`config.mk`:
```
export PLATFORM = sky130hd
export DESIGN_NAME = segment_allocator_with_compaction_unit
export DESIGN_NICKNAME = d
export VERILOG_FILES = /design/src/sv/sacu_pkg.sv /design/src/sv/sacu_ram.sv /design/src/sv/sacu_ctrl.sv /design/src/sv/sacu_dp.sv /design/src/sv/segment_allocator_with_compaction_unit.sv
export SDC_FILE = /design/constraint.sdc
export NUM_CORES = 1
export LEC_CHECK = 0
export ABC_AREA = 1
export BUFFER_PORTS_ARGS = -buffer_cell sky130_fd_sc_hd__buf_2
export CAP_MARGIN = 20
export CORE_MARGIN = 2
export CORE_UTILIZATION = 25
export CTS_CLUSTER_DIAMETER = 150
export DETAILED_ROUTE_END_ITERATION = 10
export GPL_TIMING_DRIVEN = 0
export SYNTH_ARGS = -nofsm -noshare
export SYNTH_HDL_FRONTEND = slang
export SYNTH_HIERARCHICAL = 1
export SYNTH_SLANG_ARGS = --single-unit
```
`constraint.sdc`:
```
create_clock -name clk -period 4.7 [get_ports clk]
set_input_delay 0.94 -clock clk [delete_from_list [all_inputs] [get_ports clk]]
set_output_delay 0.94 -clock clk [all_outputs]
set_load 0.01 [all_outputs]
```
`src/sv/sacu_pkg.sv`:
```
// ----------------------------------------------------------------------------
// Segment allocator package
// Codes, defaults and the command and status types shared by the modules.
// ----------------------------------------------------------------------------
package sacu_pkg;

    localparam int STORE_BYTES_DEF  = 32;
    localparam int MAX_SEGMENTS_DEF = 16;

    localparam logic [2:0] KIND_ALLOC   = 3'd0;
    localparam logic [2:0] KIND_FREE    = 3'd1;
    localparam logic [2:0] KIND_COMPACT = 3'd2;
    localparam logic [2:0] KIND_WRITE   = 3'd3;
    localparam logic [2:0] KIND_READ    = 3'd4;

    localparam logic [2:0] ST_OK       = 3'd0;
    localparam logic [2:0] ST_OOM      = 3'd1;
    localparam logic [2:0] ST_FULL     = 3'd2;
    localparam logic [2:0] ST_NOTFOUND = 3'd3;
    localparam logic [2:0] ST_BAD      = 3'd4;

    typedef enum logic [4:0] {
        OP_NONE,
        OP_LOAD,
        OP_APPEND,
        OP_TBL_RD,
        OP_NEXT_I,
        OP_REUSE,
        OP_MARK_FREE,
        OP_ZERO_SEG,
        OP_MOVE_RD,
        OP_MOVE_WR,
        OP_SKIP_BYTE,
        OP_KEEP,
        OP_TAIL_INIT,
        OP_ZERO_TAIL,
        OP_COMPACT_END,
        OP_BYTE_WR,
        OP_BYTE_RD
    } dp_op_t;

    typedef struct packed {
        dp_op_t     op;
        logic       finish;
        logic [2:0] status;
    } dp_cmd_t;

    typedef struct packed {
        logic [2:0] kind;
        logic       size_zero;
        logic       can_append;
        logic       fits;
        logic       i_end;
        logic       alloc_hit;
        logic       free_hit;
        logic       avail;
        logic       k_end;
        logic       move_ok;
        logic       tail_end;
        logic       addr_ok;
        logic       out_busy;
    } dp_stat_t;

endpackage

```
`src/sv/sacu_ram.sv`:
```
// ----------------------------------------------------------------------------
// Generic RAM
// One write port, one read port, registered read data.
// ----------------------------------------------------------------------------
module sacu_ram #(
    parameter int WIDTH = 8,
    parameter int DEPTH = 32
) (
    input  logic                     clk,
    input  logic                     wr_en,
    input  logic [$clog2(DEPTH)-1:0] wr_addr,
    input  logic [WIDTH-1:0]         wr_data,
    input  logic                     rd_en,
    input  logic [$clog2(DEPTH)-1:0] rd_addr,
    output logic [WIDTH-1:0]         rd_data
);

    logic [WIDTH-1:0] mem_reg [DEPTH];
    logic [WIDTH-1:0] rd_data_reg;

    always_ff @(posedge clk)
    begin
        if (wr_en)
        begin
            mem_reg[wr_addr] <= wr_data;
        end
        if (rd_en)
        begin
            rd_data_reg <= mem_reg[rd_addr];
        end
    end

    assign rd_data = rd_data_reg;

endmodule

```
`src/sv/sacu_ctrl.sv`:
```
// ----------------------------------------------------------------------------
// Segment allocator controller
// Sequences table scans, byte moves and result hand-off.
// ----------------------------------------------------------------------------
module sacu_ctrl (
    input  logic               clk,
    input  logic               rst_n,
    input  logic               in_valid,
    output logic               in_ready,
    input  sacu_pkg::dp_stat_t stat,
    output sacu_pkg::dp_cmd_t  cmd
);
    import sacu_pkg::*;

    typedef enum logic [3:0] {
        S_IDLE,
        S_DECODE,
        S_RD,
        S_CHK,
        S_ZERO,
        S_MOVE,
        S_MOVE_WR,
        S_TAIL,
        S_DONE
    } state_t;

    state_t     state_reg, state_next;
    logic [2:0] st_reg, st_next;

    always_comb
    begin
        state_next = state_reg;
        st_next    = st_reg;
        cmd.op     = OP_NONE;
        cmd.finish = 1'b0;
        cmd.status = st_reg;
        unique case (state_reg)
            S_IDLE:
            begin
                if (in_valid)
                begin
                    cmd.op     = OP_LOAD;
                    state_next = S_DECODE;
                end
            end
            S_DECODE:
            begin
                state_next = S_DONE;
                st_next    = ST_BAD;
                priority case (stat.kind)
                    KIND_ALLOC:
                    begin
                        if (stat.size_zero)
                        begin
                            st_next = ST_BAD;
                        end
                        else if (stat.can_append)
                        begin
                            cmd.op  = OP_APPEND;
                            st_next = ST_OK;
                        end
                        else
                        begin
                            state_next = S_RD;
                        end
                    end
                    KIND_FREE, KIND_COMPACT:
                    begin
                        state_next = S_RD;
                    end
                    KIND_WRITE:
                    begin
                        if (stat.addr_ok)
                        begin
                            cmd.op  = OP_BYTE_WR;
                            st_next = ST_OK;
                        end
                    end
                    KIND_READ:
                    begin
                        if (stat.addr_ok)
                        begin
                            cmd.op  = OP_BYTE_RD;
                            st_next = ST_OK;
                        end
                    end
                    default:
                    begin
                        st_next = ST_BAD;
                    end
                endcase
            end
            S_RD:
            begin
                if (stat.i_end)
                begin
                    if (stat.kind == KIND_ALLOC)
                    begin
                        st_next    = stat.fits ? ST_FULL : ST_OOM;
                        state_next = S_DONE;
                    end
                    else if (stat.kind == KIND_FREE)
                    begin
                        st_next    = ST_NOTFOUND;
                        state_next = S_DONE;
                    end
                    else
                    begin
                        cmd.op     = OP_TAIL_INIT;
                        state_next = S_TAIL;
                    end
                end
                else
                begin
                    cmd.op     = OP_TBL_RD;
                    state_next = S_CHK;
                end
            end
            S_CHK:
            begin
                if (stat.kind == KIND_ALLOC)
                begin
                    if (stat.alloc_hit)
                    begin
                        cmd.op     = OP_REUSE;
                        st_next    = ST_OK;
                        state_next = S_DONE;
                    end
                    else
                    begin
                        cmd.op     = OP_NEXT_I;
                        state_next = S_RD;
                    end
                end
                else if (stat.kind == KIND_FREE)
                begin
                    if (stat.free_hit)
                    begin
                        state_next = S_ZERO;
                    end
                    else
                    begin
                        cmd.op     = OP_NEXT_I;
                        state_next = S_RD;
                    end
                end
                else if (stat.avail)
                begin
                    cmd.op     = OP_NEXT_I;
                    state_next = S_RD;
                end
                else
                begin
                    state_next = S_MOVE;
                end
            end
            S_ZERO:
            begin
                if (stat.k_end)
                begin
                    cmd.op     = OP_MARK_FREE;
                    st_next    = ST_OK;
                    state_next = S_DONE;
                end
                else
                begin
                    cmd.op = OP_ZERO_SEG;
                end
            end
            S_MOVE:
            begin
                if (stat.k_end)
                begin
                    cmd.op     = OP_KEEP;
                    state_next = S_RD;
                end
                else if (stat.move_ok)
                begin
                    cmd.op     = OP_MOVE_RD;
                    state_next = S_MOVE_WR;
                end
                else
                begin
                    cmd.op = OP_SKIP_BYTE;
                end
            end
            S_MOVE_WR:
            begin
                cmd.op     = OP_MOVE_WR;
                state_next = S_MOVE;
            end
            S_TAIL:
            begin
                if (stat.tail_end)
                begin
                    cmd.op     = OP_COMPACT_END;
                    st_next    = ST_OK;
                    state_next = S_DONE;
                end
                else
                begin
                    cmd.op = OP_ZERO_TAIL;
                end
            end
            S_DONE:
            begin
                if (!stat.out_busy)
                begin
                    cmd.finish = 1'b1;
                    state_next = S_IDLE;
                end
            end
            default:
            begin
                state_next = S_IDLE;
            end
        endcase
    end

    always_ff @(posedge clk or negedge rst_n)
    begin
        if (!rst_n)
        begin
            state_reg <= S_IDLE;
            st_reg    <= ST_OK;
        end
        else
        begin
            state_reg <= state_next;
            st_reg    <= st_next;
        end
    end

    assign in_ready = (state_reg == S_IDLE);

endmodule

```
`src/sv/sacu_dp.sv`:
```
// ----------------------------------------------------------------------------
// Segment allocator datapath
// Byte store, segment table, pointers and the output register.
// ----------------------------------------------------------------------------
module sacu_dp #(
    parameter int STORE_BYTES  = 32,
    parameter int MAX_SEGMENTS = 16
) (
    input  logic              clk,
    input  logic              rst_n,
    input  logic [23:0]       in_data,
    input  sacu_pkg::dp_cmd_t cmd,
    output sacu_pkg::dp_stat_t stat,
    output logic              out_valid,
    input  logic              out_ready,
    output logic [23:0]       out_data
);
    import sacu_pkg::*;

    localparam int BW   = $clog2(STORE_BYTES);
    localparam int FTW  = $clog2(STORE_BYTES + 1);
    localparam int IW   = $clog2(MAX_SEGMENTS);
    localparam int CW   = $clog2(MAX_SEGMENTS + 1);
    localparam int ENTW = 2 * FTW + 1;
    localparam int CMPW = FTW + 7;

    logic [2:0]             kind_reg;
    logic [5:0]             size_reg;
    logic [4:0]             addr_reg;
    logic [7:0]             wdata_reg;
    logic [FTW-1:0]         free_top_reg;
    logic [CW-1:0]          count_reg;
    logic [CW-1:0]          i_reg;
    logic [CW-1:0]          keep_reg;
    logic [FTW-1:0]         dst_reg;
    logic [FTW-1:0]         k_reg;
    logic [FTW-1:0]         res_addr_reg;
    logic [STORE_BYTES-1:0] bv_reg;
    logic                   bvq_reg;
    logic                   out_valid_reg;
    logic [2:0]             out_status_reg;
    logic [5:0]             out_addr_reg;
    logic [7:0]             out_rdata_reg;

    logic [ENTW-1:0] tq;
    logic [FTW-1:0]  e_start;
    logic [FTW-1:0]  e_size;
    logic            e_avail;
    logic [CMPW-1:0] src_sum;
    logic [CMPW-1:0] dst_sum;
    logic            src_ok;

    logic            t_wr;
    logic [IW-1:0]   t_waddr;
    logic [ENTW-1:0] t_wdata;
    logic            t_rd;
    logic            b_wr;
    logic [BW-1:0]   b_waddr;
    logic [7:0]      b_wdata;
    logic            b_rd;
    logic [BW-1:0]   b_raddr;
    logic [7:0]      bq;

    assign e_start = tq[FTW-1:0];
    assign e_size  = tq[2*FTW-1:FTW];
    assign e_avail = tq[2*FTW];
    assign src_sum = CMPW'(e_start) + CMPW'(k_reg);
    assign dst_sum = CMPW'(dst_reg) + CMPW'(k_reg);
    assign src_ok  = src_sum < CMPW'(STORE_BYTES);

    assign stat.kind       = kind_reg;
    assign stat.size_zero  = (size_reg == 6'd0);
    assign stat.fits       = (CMPW'(size_reg) + CMPW'(free_top_reg)) <= CMPW'(STORE_BYTES);
    assign stat.can_append = stat.fits && (CMPW'(count_reg) < CMPW'(MAX_SEGMENTS));
    assign stat.i_end      = (i_reg == count_reg);
    assign stat.alloc_hit  = e_avail && (CMPW'(e_size) == CMPW'(size_reg));
    assign stat.free_hit   = (CMPW'(e_start) == CMPW'(addr_reg));
    assign stat.avail      = e_avail;
    assign stat.k_end      = (k_reg == e_size);
    assign stat.move_ok    = src_ok && (dst_sum < CMPW'(STORE_BYTES));
    assign stat.tail_end   = (k_reg >= free_top_reg) || (CMPW'(k_reg) >= CMPW'(STORE_BYTES));
    assign stat.addr_ok    = CMPW'(addr_reg) < CMPW'(STORE_BYTES);
    assign stat.out_busy   = out_valid_reg && !out_ready;

    always_comb
    begin
        t_wr    = 1'b0;
        t_waddr = i_reg[IW-1:0];
        t_wdata = tq;
        t_rd    = 1'b0;
        b_wr    = 1'b0;
        b_waddr = dst_sum[BW-1:0];
        b_wdata = bq;
        b_rd    = 1'b0;
        b_raddr = src_sum[BW-1:0];
        unique case (cmd.op)
            OP_APPEND:
            begin
                t_wr    = 1'b1;
                t_waddr = count_reg[IW-1:0];
                t_wdata = {1'b0, FTW'(size_reg), free_top_reg};
            end
            OP_TBL_RD:
            begin
                t_rd = 1'b1;
            end
            OP_REUSE:
            begin
                t_wr    = 1'b1;
                t_wdata = {1'b0, e_size, e_start};
            end
            OP_MARK_FREE:
            begin
                t_wr    = 1'b1;
                t_wdata = {1'b1, e_size, e_start};
            end
            OP_KEEP:
            begin
                t_wr    = 1'b1;
                t_waddr = keep_reg[IW-1:0];
                t_wdata = {1'b0, e_size, dst_reg};
            end
            OP_MOVE_RD:
            begin
                b_rd = 1'b1;
            end
            OP_MOVE_WR:
            begin
                b_wr = 1'b1;
            end
            OP_BYTE_WR:
            begin
                b_wr    = 1'b1;
                b_waddr = BW'(addr_reg);
                b_wdata = wdata_reg;
            end
            OP_BYTE_RD:
            begin
                b_rd    = 1'b1;
                b_raddr = BW'(addr_reg);
            end
            default:
            begin
            end
        endcase
    end

    sacu_ram #(.WIDTH(ENTW), .DEPTH(MAX_SEGMENTS)) u_table (
        .clk     (clk),
        .wr_en   (t_wr),
        .wr_addr (t_waddr),
        .wr_data (t_wdata),
        .rd_en   (t_rd),
        .rd_addr (i_reg[IW-1:0]),
        .rd_data (tq)
    );

    sacu_ram #(.WIDTH(8), .DEPTH(STORE_BYTES)) u_store (
        .clk     (clk),
        .wr_en   (b_wr),
        .wr_addr (b_waddr),
        .wr_data (b_wdata),
        .rd_en   (b_rd),
        .rd_addr (b_raddr),
        .rd_data (bq)
    );

    always_ff @(posedge clk)
    begin
        if (cmd.op == OP_LOAD)
        begin
            kind_reg  <= in_data[2:0];
            size_reg  <= in_data[8:3];
            addr_reg  <= in_data[13:9];
            wdata_reg <= in_data[21:14];
        end
        if (b_rd)
        begin
            bvq_reg <= bv_reg[b_raddr];
        end
        if (cmd.finish)
        begin
            out_status_reg <= cmd.status;
            out_addr_reg   <= 6'(res_addr_reg);
            out_rdata_reg  <= (kind_reg == KIND_READ && cmd.status == ST_OK && bvq_reg)
                              ? bq : 8'd0;
        end
    end

    always_ff @(posedge clk or negedge rst_n)
    begin
        if (!rst_n)
        begin
            free_top_reg  <= '0;
            count_reg     <= '0;
            i_reg         <= '0;
            keep_reg      <= '0;
            dst_reg       <= '0;
            k_reg         <= '0;
            res_addr_reg  <= '0;
            bv_reg        <= '0;
            out_valid_reg <= 1'b0;
        end
        else
        begin
            if (cmd.finish)
            begin
                out_valid_reg <= 1'b1;
            end
            else if (out_ready)
            begin
                out_valid_reg <= 1'b0;
            end
            unique case (cmd.op)
                OP_LOAD:
                begin
                    i_reg        <= '0;
                    keep_reg     <= '0;
                    dst_reg      <= '0;
                    k_reg        <= '0;
                    res_addr_reg <= '0;
                end
                OP_APPEND:
                begin
                    count_reg    <= count_reg + 1'b1;
                    res_addr_reg <= free_top_reg;
                    free_top_reg <= free_top_reg + FTW'(size_reg);
                end
                OP_NEXT_I:
                begin
                    i_reg <= i_reg + 1'b1;
                    k_reg <= '0;
                end
                OP_REUSE:
                begin
                    res_addr_reg <= e_start;
                end
                OP_ZERO_SEG:
                begin
                    if (src_ok)
                    begin
                        bv_reg[src_sum[BW-1:0]] <= 1'b0;
                    end
                    k_reg <= k_reg + 1'b1;
                end
                OP_MOVE_WR:
                begin
                    bv_reg[dst_sum[BW-1:0]] <= bvq_reg;
                    k_reg <= k_reg + 1'b1;
                end
                OP_SKIP_BYTE:
                begin
                    k_reg <= k_reg + 1'b1;
                end
                OP_KEEP:
                begin
                    i_reg    <= i_reg + 1'b1;
                    keep_reg <= keep_reg + 1'b1;
                    dst_reg  <= dst_reg + e_size;
                    k_reg    <= '0;
                end
                OP_TAIL_INIT:
                begin
                    k_reg <= dst_reg;
                end
                OP_ZERO_TAIL:
                begin
                    bv_reg[k_reg[BW-1:0]] <= 1'b0;
                    k_reg <= k_reg + 1'b1;
                end
                OP_COMPACT_END:
                begin
                    count_reg    <= keep_reg;
                    free_top_reg <= dst_reg;
                    res_addr_reg <= dst_reg;
                end
                OP_BYTE_WR:
                begin
                    bv_reg[BW'(addr_reg)] <= 1'b1;
                end
                default:
                begin
                end
            endcase
        end
    end

    assign out_valid = out_valid_reg;
    assign out_data  = {7'd0, out_rdata_reg, out_addr_reg, out_status_reg};

endmodule

```
`src/sv/segment_allocator_with_compaction_unit.sv`:
```
// ----------------------------------------------------------------------------
// Segment allocator with compaction
// Bump allocator with exact-fit reuse, free, compaction and byte access.
//
//   channel  dir  fields (tdata, low bit up)
//   s_axis   in   kind[2:0] alloc_size[8:3] address[13:9] write_data[21:14]
//   m_axis   out  status[2:0] result_address[8:3] read_data[16:9]
//
// One transaction in flight. Write, read and bad requests go from decode straight
// to the result; allocate tries the free top first, then a table scan up to the
// segment count. Free zeroes each byte of the segment; compaction moves the bytes
// of kept segments down and clears the tail bytes. Reset is
// asynchronous, active low; the byte store reads zero after reset through
// per-byte valid bits. A stalled result holds until m_tready.
// ----------------------------------------------------------------------------
module segment_allocator_with_compaction_unit #(
    parameter int STORE_BYTES  = sacu_pkg::STORE_BYTES_DEF,
    parameter int MAX_SEGMENTS = sacu_pkg::MAX_SEGMENTS_DEF
) (
    input  logic        clk,
    input  logic        rst_n,
    input  logic        s_tvalid,
    output logic        s_tready,
    input  logic [23:0] s_tdata,   // kind, alloc_size, address, write_data
    output logic        m_tvalid,
    input  logic        m_tready,
    output logic [23:0] m_tdata    // status, result_address, read_data
);
    import sacu_pkg::*;

    dp_cmd_t  cmd;
    dp_stat_t stat;

    sacu_ctrl u_ctrl (
        .clk      (clk),
        .rst_n    (rst_n),
        .in_valid (s_tvalid),
        .in_ready (s_tready),
        .stat     (stat),
        .cmd      (cmd)
    );

    sacu_dp #(
        .STORE_BYTES  (STORE_BYTES),
        .MAX_SEGMENTS (MAX_SEGMENTS)
    ) u_dp (
        .clk       (clk),
        .rst_n     (rst_n),
        .in_data   (s_tdata),
        .cmd       (cmd),
        .stat      (stat),
        .out_valid (m_tvalid),
        .out_ready (m_tready),
        .out_data  (m_tdata)
    );

endmodule

```
After elaboration in Yosys (flattened, before gate mapping):

Memory sizes are Yosys's and may differ from the RTL's. A register that Yosys moved wholly into a read port is not among the register bits.
Cells that the tools add are included.
Widths: inputs -> output; s select.

* memories: 2
* output and inout port bits: 26
* input port bits: 28
* bits in registers: 119
* RAM bits: 464

* order comparisons: 15
* reductions and logical operators: 35
* mux-type cells: 84
* bitwise operators: 5
* add/subtract/negate cells: 9
* eq/ne operators: 42

Memories
* u_dp.u_store.mem_reg: words 32, width 8, rd ports 1, clocked after memory_dff 1, wr ports 1, line sacu_ram.sv:18 `logic [WIDTH-1:0] mem_reg [DEPTH];`
* u_dp.u_table.mem_reg: words 16, width 13, rd ports 1, clocked after memory_dff 1, wr ports 1, line sacu_ram.sv:18

Operator list (number)
* $pmux 32 s4: 1
* $and 32x32->32: 2
* $not 32->32: 2
* $mux 4: 15
* $pmux 13 s4: 1
* $eq 5x4->1 const B: 8
* $mux 5: 8
* $pmux 5 s8: 1
* $mux 3: 13
* $pmux 4 s9: 1
* $bwmux 32: 1
* $mux 32: 1
* $or 32x32->32: 1
* $lt 5x6->1 const B: 5
* $pmux 5 s2: 3
* $lt 13x6->1 const B: 2
* $pmux 6 s2: 2
* $pmux 6 s4: 1
* $add 6x6->7: 3
* $demux 1 s5: 4
* $eq 5x3->1 const B: 4
* $ge 5x1->1 const B: 4
* $mux 1: 20
* $pmux 6 s3: 1
* 47 further kinds: 86

Logic depth before layout (Yosys ltp):

Gate-level depths: netlist of run 1.

* word-level depth: 12
* mapped depth: 30
* gate-level depth less buffers: 27

Modules after synthesis:

Netlist of run 1, hierarchy kept.

Modules (own cells, without submodules)
* sacu_ram at u_dp.u_store: sequential area each 7927.6 um^2, area an instance 10866.7 um^2, instances 1, cells an instance 922
* sacu_ram at u_dp.u_table: sequential area each 6636.4 um^2, area an instance 9402.8 um^2, instances 1, cells an instance 878
* sacu_dp: sequential area each 3002.9 um^2, area an instance 9126.3 um^2, instances 1, cells an instance 1330
* sacu_ctrl: sequential area each 175.2 um^2, area an instance 812.0 um^2, instances 1, cells an instance 131

Worst setup path after synthesis of run 1:

No wires, ideal clock.

* kind: register -> register
* from: register u_dp.k_reg[0]
* to: memory u_dp.u_store.mem_reg[0][0] (data pin)
* clock period less this slack: 4476 ps
* cell stages (with the launch flop): 18
* path slack: 224 ps
* library setup time: 454 ps
* arrival: 4022 ps
* required time: 4246 ps
* cells stage by stage: dfrtp_1 > ha_1 > fa_1 > nand3_1 > nand2_1 > nand2_1 > nand3b_1 > nand2_1 > nand2_2 > nor4_1 > a21oi_1 > nor2_1 > o211ai_1 > nand3_2 > nor2_2 > buf_2 > clkbuf_1 > o21ai_0

RTL lines
* start, declared: line sacu_dp.sv:36 `logic [FTW-1:0] k_reg;`
* start signal, assigned: line sacu_dp.sv:244 `k_reg <= k_reg + 1'b1;`
* start signal, assigned: line sacu_dp.sv:249 `k_reg <= k_reg + 1'b1;`
* start signal, assigned: line sacu_dp.sv:253 `k_reg <= k_reg + 1'b1;`
* end, declared: line sacu_ram.sv:18

==> results of run 1 <==
-- power by group --
group	internal [mW]	leakage (nW)	switching (mW)	total, mW
combinational	2.90	8.13	6.35	9.25
clock	2.96	1.02	2.14	5.11
sequential	6.92	5.75	0.410	7.33
total	12.8	14.9	8.90	21.7
-- Yosys cell counts, drive strengths merged (19+ instances only) --
| cell | instances |
|---|---|
| edfxtp | 525 |
| dfrtp | 79 |
| a21oi | 71 |
| nand3 | 495 |
| nor2 | 159 |
| clkbuf | 37 |
| buf | 117 |
| nor3 | 44 |
| nand2 | 1078 |
| ha | 36 |
| nand4 | 83 |
| o21ai | 70 |
| o221ai | 19 |
| inv | 361 |
-- through the flow --
| stage | total power, mW | setup slack [ns] |
|---|---|---|
| 6_report | 21.7 | 0.0871 |
| 3_3_place_gp | 15.4 | -3.49 |
| 2_1_floorplan | 12.5 | 0.224 |
| 3_5_place_dp | 15.7 | -1.30 |
| 4_1_cts | 21.2 | 0.000401 |
| 5_1_grt | 22.8 | -0.131 |
-- layout make-up --
cell class | instances | area, sq um
clock buffer | 87 | 1820
timing repair buffer | 164 | 1700
inverter | 363 | 1380
tap | 1612 | 2020
multi-input combinational | 2147 | 11100
buffer | 152 | 1150
sequential | 604 | 17700
fill | 12200 | 82700
clock inverter | 35 | 302
antenna | 1 | 2.50
-- kinds of logic after synthesis --
logic type / synth area share (%)
xor gates and xnor gates: 0.820
adders and majority gates: 1.76
and+or+nand+nor: 27.0
buffers and inverters: 7.76
AOI/OAI and AO/OA: 3.93
DFF: 58.7
other: 0.0249
-- routing by layer --
metal / share of wire, % / routed length [um] / track usage (%) / up-vias
met5: 0 / 0 / 0 / -
met4: 3.2 / 3080 / 5.37 / 0
met3: 8.3 / 7900 / 2.56 / 190
met2: 45 / 42900 / 23.8 / 1084
met1: 44 / 41700 / 20.8 / 11700
li1: - / - / - / 11500
-- worst register-to-register path, stage by stage (launching register included) --
cell     delay, ns
dfrtp_2       0.46
buf_4         0.20
inv_2         0.16
o21ai_0       0.11
or4_1         0.58
nor3_4        0.30
inv_2         0.11
nand3_2       0.12
nand2_2       0.07
inv_1         0.09
nand4_1       0.24
nor2_2        0.28
nand3_2       0.16
buf_8         0.17
o21ai_4       0.31
buf_8         0.21
buf_6         0.18
nand3_1       0.12
nand3_1       0.09
nand2_1       0.09
nand2_1       0.06
nand2_1       0.09
nand2_1       0.07
nand2_1       0.08
-- path summary, 6_finish.rpt --
path,from,to,slack [ns],cells past startpoint
max in group asynchronous,rst_n,u_ctrl/st_reg[0]$_DFFE_PN0P_,3.78,2
min in group clk,u_dp/res_addr_reg[5]$_DFFE_PN0P_,u_dp/out_addr_reg[5]$_DFFE_PP_,0.47,0
min reg2reg,u_dp/res_addr_reg[5]$_DFFE_PN0P_,u_dp/out_addr_reg[5]$_DFFE_PP_,0.47,0
max reg2reg,u_dp/k_reg[2]$_DFFE_PN0P_,u_dp/u_store/rd_data[1]$_DFFE_PP_,0.09,23
min,rst_n,u_dp/bv_reg[14]$_DFFE_PN0P_,0.24,1
max,u_dp/k_reg[2]$_DFFE_PN0P_,u_dp/u_store/rd_data[1]$_DFFE_PP_,0.09,23
-- repair_timing --
item / CTS / global route
setup endpoints to repair: 847 / 776
hold buffers: 0 / 0
hold endpoints to repair: 0 / 0
gates resized for setup: 174 / 116
pin swaps: 39 / 41
setup buffers: 46 / 36
gates cloned: 0 / 2
==> impl_metrics.json, run 1 <==
{
  "avgRoutedWirePerCell_um": 18.5,
  "cap_violations": 0,
  "largest_register_ffs": 256,
  "vias": 24400,
  "ys_seq_area_share_pct": 58.7,
  "mostFrequentLayoutCells": "nand2_1 (1052), edfxtp_1 (525), nand3_1 (473)",
  "cp_num_buf_inv": 7,
  "antenna_found_initial": 1,
  "holdWs_ns": 0.244,
  "powerDensity_nw_per_um2": 582,
  "finalCritPeriodShare_pct": 98.1,
  "cts_buffers": 68,
  "worstPathArrival_ns": 4.97,
  "cp-end-kind": "flip-flop",
  "cp_common_cell": "nand2_1",
  "yosysWarnings": 6,
  "io_buffers": 44,
  "skew_ns": 0.0399,
  "peakVddDrop_mv": 0.374,
  "crit_fanout": 10,
  "gr-total-overflow": 0,
  "synth_cells": 3261,
  "startpoint_type": "flip-flop",
  "nets": 3568,
  "hold_viol": 0,
  "ys_top_cells_by_area": "edfxtp_1 (52%), nand2_1 (13%), nand3_1 (8.1%), dfrtp_1 (6.5%), inv_1 (4.2%)",
  "slowest_delay_ns": 0.58,
  "cp_top_family": "simple AND/OR/NAND/NOR gates",
  "die_x_um": 352,
  "tightest_slew_ns": 1.07,
  "die_area_sq_um": 124000,
  "rows": 127,
  "period_minus_slack_ns": 4.61,
  "fmax_mhz": 217,
  "syn_to_final_growth_pct": 23.3,
  "track_usage_pct": 15.1,
  "clk_latency_ns": 0.63,
  "grt_pass1_vias": 23400,
  "yosysTopAreaCellShare_pct": 52.2,
  "root_buffer": "clkbuf_16",
  "critPathKind": "reg2reg",
  "drive_gt1_share_pct": 16.9,
  "gp_congestion": 0.940,
  "required_ns": 5.06,
  "maxSlewHeadroom_pct": 28.3,
  "cts.sinks": 604,
  "route.detailed.drc": 0,
  "drv_slew": 0,
  "fin_cells": 5165,
  "drt_wl_total_um": 95600,
  "clk_pin_slew_ns": 0.06,
  "post-route-util_pct": 31.0,
  "setup_viol_count_final": 0,
  "grt_pass1_wl_um": 142000,
  "synth_largest_area_cell": "edfxtp_1",
  "synth_ff_type": "edfxtp_1",
  "die_h_um": 352,
  "dp_hpwl_um": 67200,
  "async_reset_ff_share_pct": 13.1,
  "worstPathCellList": "buf_4, inv_2, o21ai_0, or4_1, nor3_4, inv_2, nand3_2, nand2_2, inv_1, nand4_1, nor2_2, nand3_2, buf_8, o21ai_4, buf_8, buf_6, nand3_1, nand3_1, nand2_1, nand2_1, nand2_1, nand2_1, nand2_1",
  "status": "finished clean",
  "core_area_sq_um": 120000,
  "setup_tns_ns": 0,
  "initial_core_util_pct": 25.2,
  "synth_cell_types": 54,
  "placedInstanceArea_sq_um": 33100,
  "tritoncts": "built",
  "crit_slowest_cell": "or4_1",
  "syn_area_sq_um": 30200,
  "cts_buffer_depth": 3,
  "hold_class": "in2async",
  "dp_cells": 4959,
  "rsz0062_at_grt": "yes",
  "ys_ff_latch": 604,
  "layout_commonest_cell": "nand2_1",
  "vias_per_cell": 4.73,
  "synth_edf_count": 525,
  "drtIter0Drc": 2484,
  "antenna_left": 0,
  "cellLeakagePower_nw": 14.9,
  "syn_avg_cell_area_sq_um": 9.26,
  "grt_max_degree": 55,
  "cts_max_level": 3,
  "pin_count": 54,
  "final_area_sq_um": 37200,
  "dr.pass1.iters": 5
}
Note: power is estimated with default switching activity, not from simulation.
==> run 2: changes to the inputs <==
--- a/config.mk
+++ b/config.mk
@@ -13,6 +13,7 @@
 export CTS_CLUSTER_DIAMETER = 150
 export DETAILED_ROUTE_END_ITERATION = 10
 export GPL_TIMING_DRIVEN = 0
+export REMOVE_ABC_BUFFERS = 1
 export SYNTH_ARGS = -nofsm -noshare
 export SYNTH_HDL_FRONTEND = slang
 export SYNTH_HIERARCHICAL = 1
==> impl_metrics.json, run 2 (synthesis gave the netlist of run 1 again) <==
{
  "status": "finished clean",
  "worstPathArrival_ns": 4.99,
  "io_buffers": 44,
  "initial_core_util_pct": 25.2,
  "drt_wl_total_um": 93600,
  "core_area_sq_um": 120000,
  "finalPower_mw": 21.9,
  "antenna_left": 0,
  "critPathKind": "reg2reg",
  "layout_commonest_cell": "nand2_1",
  "tritoncts": "built",
  "largest_register_ffs": 256,
  "swShare_pct": 40.8,
  "cellLeakagePower_nw": 14.9,
  "die_h_um": 352,
  "maxSlewHeadroom_pct": 19.7,
  "die_x_um": 352,
  "vias_per_cell": 4.78,
  "setup_viol_count_final": 0,
  "mostFrequentLayoutCells": "nand2_1 (1033), edfxtp_1 (525), nand3_1 (447)",
  "cts.sinks": 604,
  "p_switching_mw": 8.91,
  "grt_max_degree": 105,
  "crit_fanout": 8,
  "pin_count": 54,
  "pre_cts_ws_ns": -1.71,
  "startpoint_type": "flip-flop",
  "setup_tns_ns": 0,
  "skew_ns": 0.0395,
  "cp_top_family": "simple AND/OR/NAND/NOR gates",
  "hold_viol": 0,
  "crit_slowest_cell": "edfxtp_1",
  "dp_hpwl_um": 56100,
  "dr.pass1.iters": 9,
  "slowest_delay_ns": 0.54,
  "grt_pass1_wl_um": 138000,
  "required_ns": 5.08,
  "reg2reg_to": "u_dp/u_store/rd_data[1]$_DFFE_PP_",
  "cts_buffer_depth": 3,
  "antenna_found_initial": 1,
  "worst_slack_ns": 0.0882,
  "cp_num_buf_inv": 5,
  "avgRoutedWirePerCell_um": 18.4,
  "period_minus_slack_ns": 4.61,
  "fmax_mhz": 217,
  "cts_buffers": 70,
  "cp-end-kind": "flip-flop",
  "gr-total-overflow": 0,
  "grt_pass1_vias": 22700,
  "drv_slew": 0,
  "peakVddDrop_mv": 0.295,
  "rows": 127,
  "root_buffer": "clkbuf_16",
  "finalCritPeriodShare_pct": 98.1,
  "p_comb_share_pct": 41.1,
  "powerDensity_nw_per_um2": 580,
  "p_seq_share_pct": 34.1,
  "drtIter0Drc": 2697,
  "reg2reg_slack_ns": 0.09,
  "hold_class": "in2async",
  "die_area_sq_um": 124000,
  "route.detailed.drc": 0,
  "num_antenna_cells": 0,
  "tightest_slew_ns": 1.20,
  "postCtsHoldBufs": 0,
  "seq_area_sq_um": 17800,
  "clk_pin_slew_ns": 0.06,
  "r2r-start": "u_dp/u_table/rd_data[3]$_DFFE_PP_",
  "vias": 24300,
  "intPower_mw": 13.0,
  "gp_congestion": 0.929,
  "cts_max_level": 3,
  "syn_to_final_growth_pct": 24.8,
  "clkPwrFrac_pct": 24.7,
  "drive_gt1_share_pct": 17.6,
  "r2r_cells": 25,
  "track_usage_pct": 14.4,
  "cap_violations": 0,
  "clk_latency_ns": 0.64,
  "nets": 3495,
  "fillerInstances": 12000,
  "multi_input_comb_area_sq_um": 11300
}
[run 2: cell count changes in the layout (fill, tap and decap cells not counted), moves of 7 or more]
cell	delta
buf_6	-41
clkbuf_1	-38
nand2_2	+13
nand3_1	-26
buf_2	-39
nand3_2	+27
clkbuf_16	+8
clkinvlp_4	+8
nand2_1	-19
o21ai_1	+8
o21ai_4	-7
buf_16	+9
buf_12	+17
[run 2: worst max path at each step]
stage / start / to / slack (ns) / depth (start not counted)
after floorplan: u_dp/i_reg[0]$_DFFE_PN0P_ / u_dp/u_store/rd_data[0]$_DFFE_PP_ / -3.48 / 20
final: u_dp/u_table/rd_data[3]$_DFFE_PP_ / u_dp/u_store/rd_data[1]$_DFFE_PP_ / 0.09 / 25
after global placement: u_dp/i_reg[0]$_DFFE_PN0P_ / u_dp/u_store/rd_data[6]$_DFFE_PP_ / -9.44 / 20
after detailed placement: u_dp/k_reg[2]$_DFFE_PN0P_ / u_dp/u_store/rd_data[6]$_DFFE_PP_ / -1.71 / 25
after global routing: u_dp/free_top_reg[0]$_DFFE_PN0P_ / u_dp/u_table/mem_reg[6][7]$_DFFE_PP_ / -0.05 / 23
after CTS: u_dp/free_top_reg[0]$_DFFE_PN0P_ / u_dp/u_table/mem_reg[13][2]$_DFFE_PP_ / 0.01 / 22
[run 2: through the flow]
stage	instances	hold WS [ns]	cell area [sq um]	util, %
finish	5093	0.197	37700	31.4
global route	5093	0.209	37700	31.4
CTS	5050	0.194	36700	30.6
detailed placement	4820	0.464	32500	27.1
global placement	4769	0.463	31500	26.2
floorplan	3113	0.426	29300	-
[run 2: cell type report]
class	count	share of cell area (%)
clock buffer	78	4.78
clock inverter	48	1.29
inverter	363	3.79
multi-input combinational	2151	29.9
sequential	604	47.1
tap	1612	5.35
timing repair buffer	234	7.67
timing repair inverter	3	0.0896
[run 2: per-layer routing]
layer	GRT usage, %	routed length, um	vias up
li1	-	-	11300
met1	19.5	39100	11600
met2	23.0	42600	1176
met3	2.34	7660	265
met4	5.76	4170	0
met5	0	0	-
[run 2: worst register-to-register path, stage by stage (launching register included)]
cell	delay, ns
edfxtp_1	0.54
ha_4	0.33
a21oi_1	0.26
nand2_2	0.11
nand2_2	0.09
nand3b_1	0.11
nand2_2	0.11
nand2_4	0.06
nor4_4	0.38
a21oi_2	0.08
nor2_1	0.11
o211ai_1	0.12
buf_4	0.18
buf_4	0.14
nor2_4	0.16
nand3_4	0.18
buf_6	0.19
o21ai_4	0.22
clkinvlp_4	0.27
clkbuf_16	0.24
nand3_1	0.08
nand2_1	0.09
nand2_1	0.10
nand2_1	0.06
nand2_1	0.07
nand2_2	0.07
[run 2: repair_timing]
action | CTS | global route
gates cloned | 10 | 12
pin swaps | 55 | 39
setup buffers | 94 | 27
endpoints found under the setup margin | 701 | 556
resized for setup | 154 | 124
[run 2: power by group through the flow]
stage / registers (mW) / logic (mW) / clock network [mW]
after floorplan: 7.40 / 4.71 / 0
after global routing: 7.51 / 9.77 / 5.72
after CTS: 7.43 / 8.08 / 5.49
after global placement: 7.69 / 6.79 / 0
final: 7.46 / 8.99 / 5.40
after detailed placement: 7.53 / 7.27 / 0
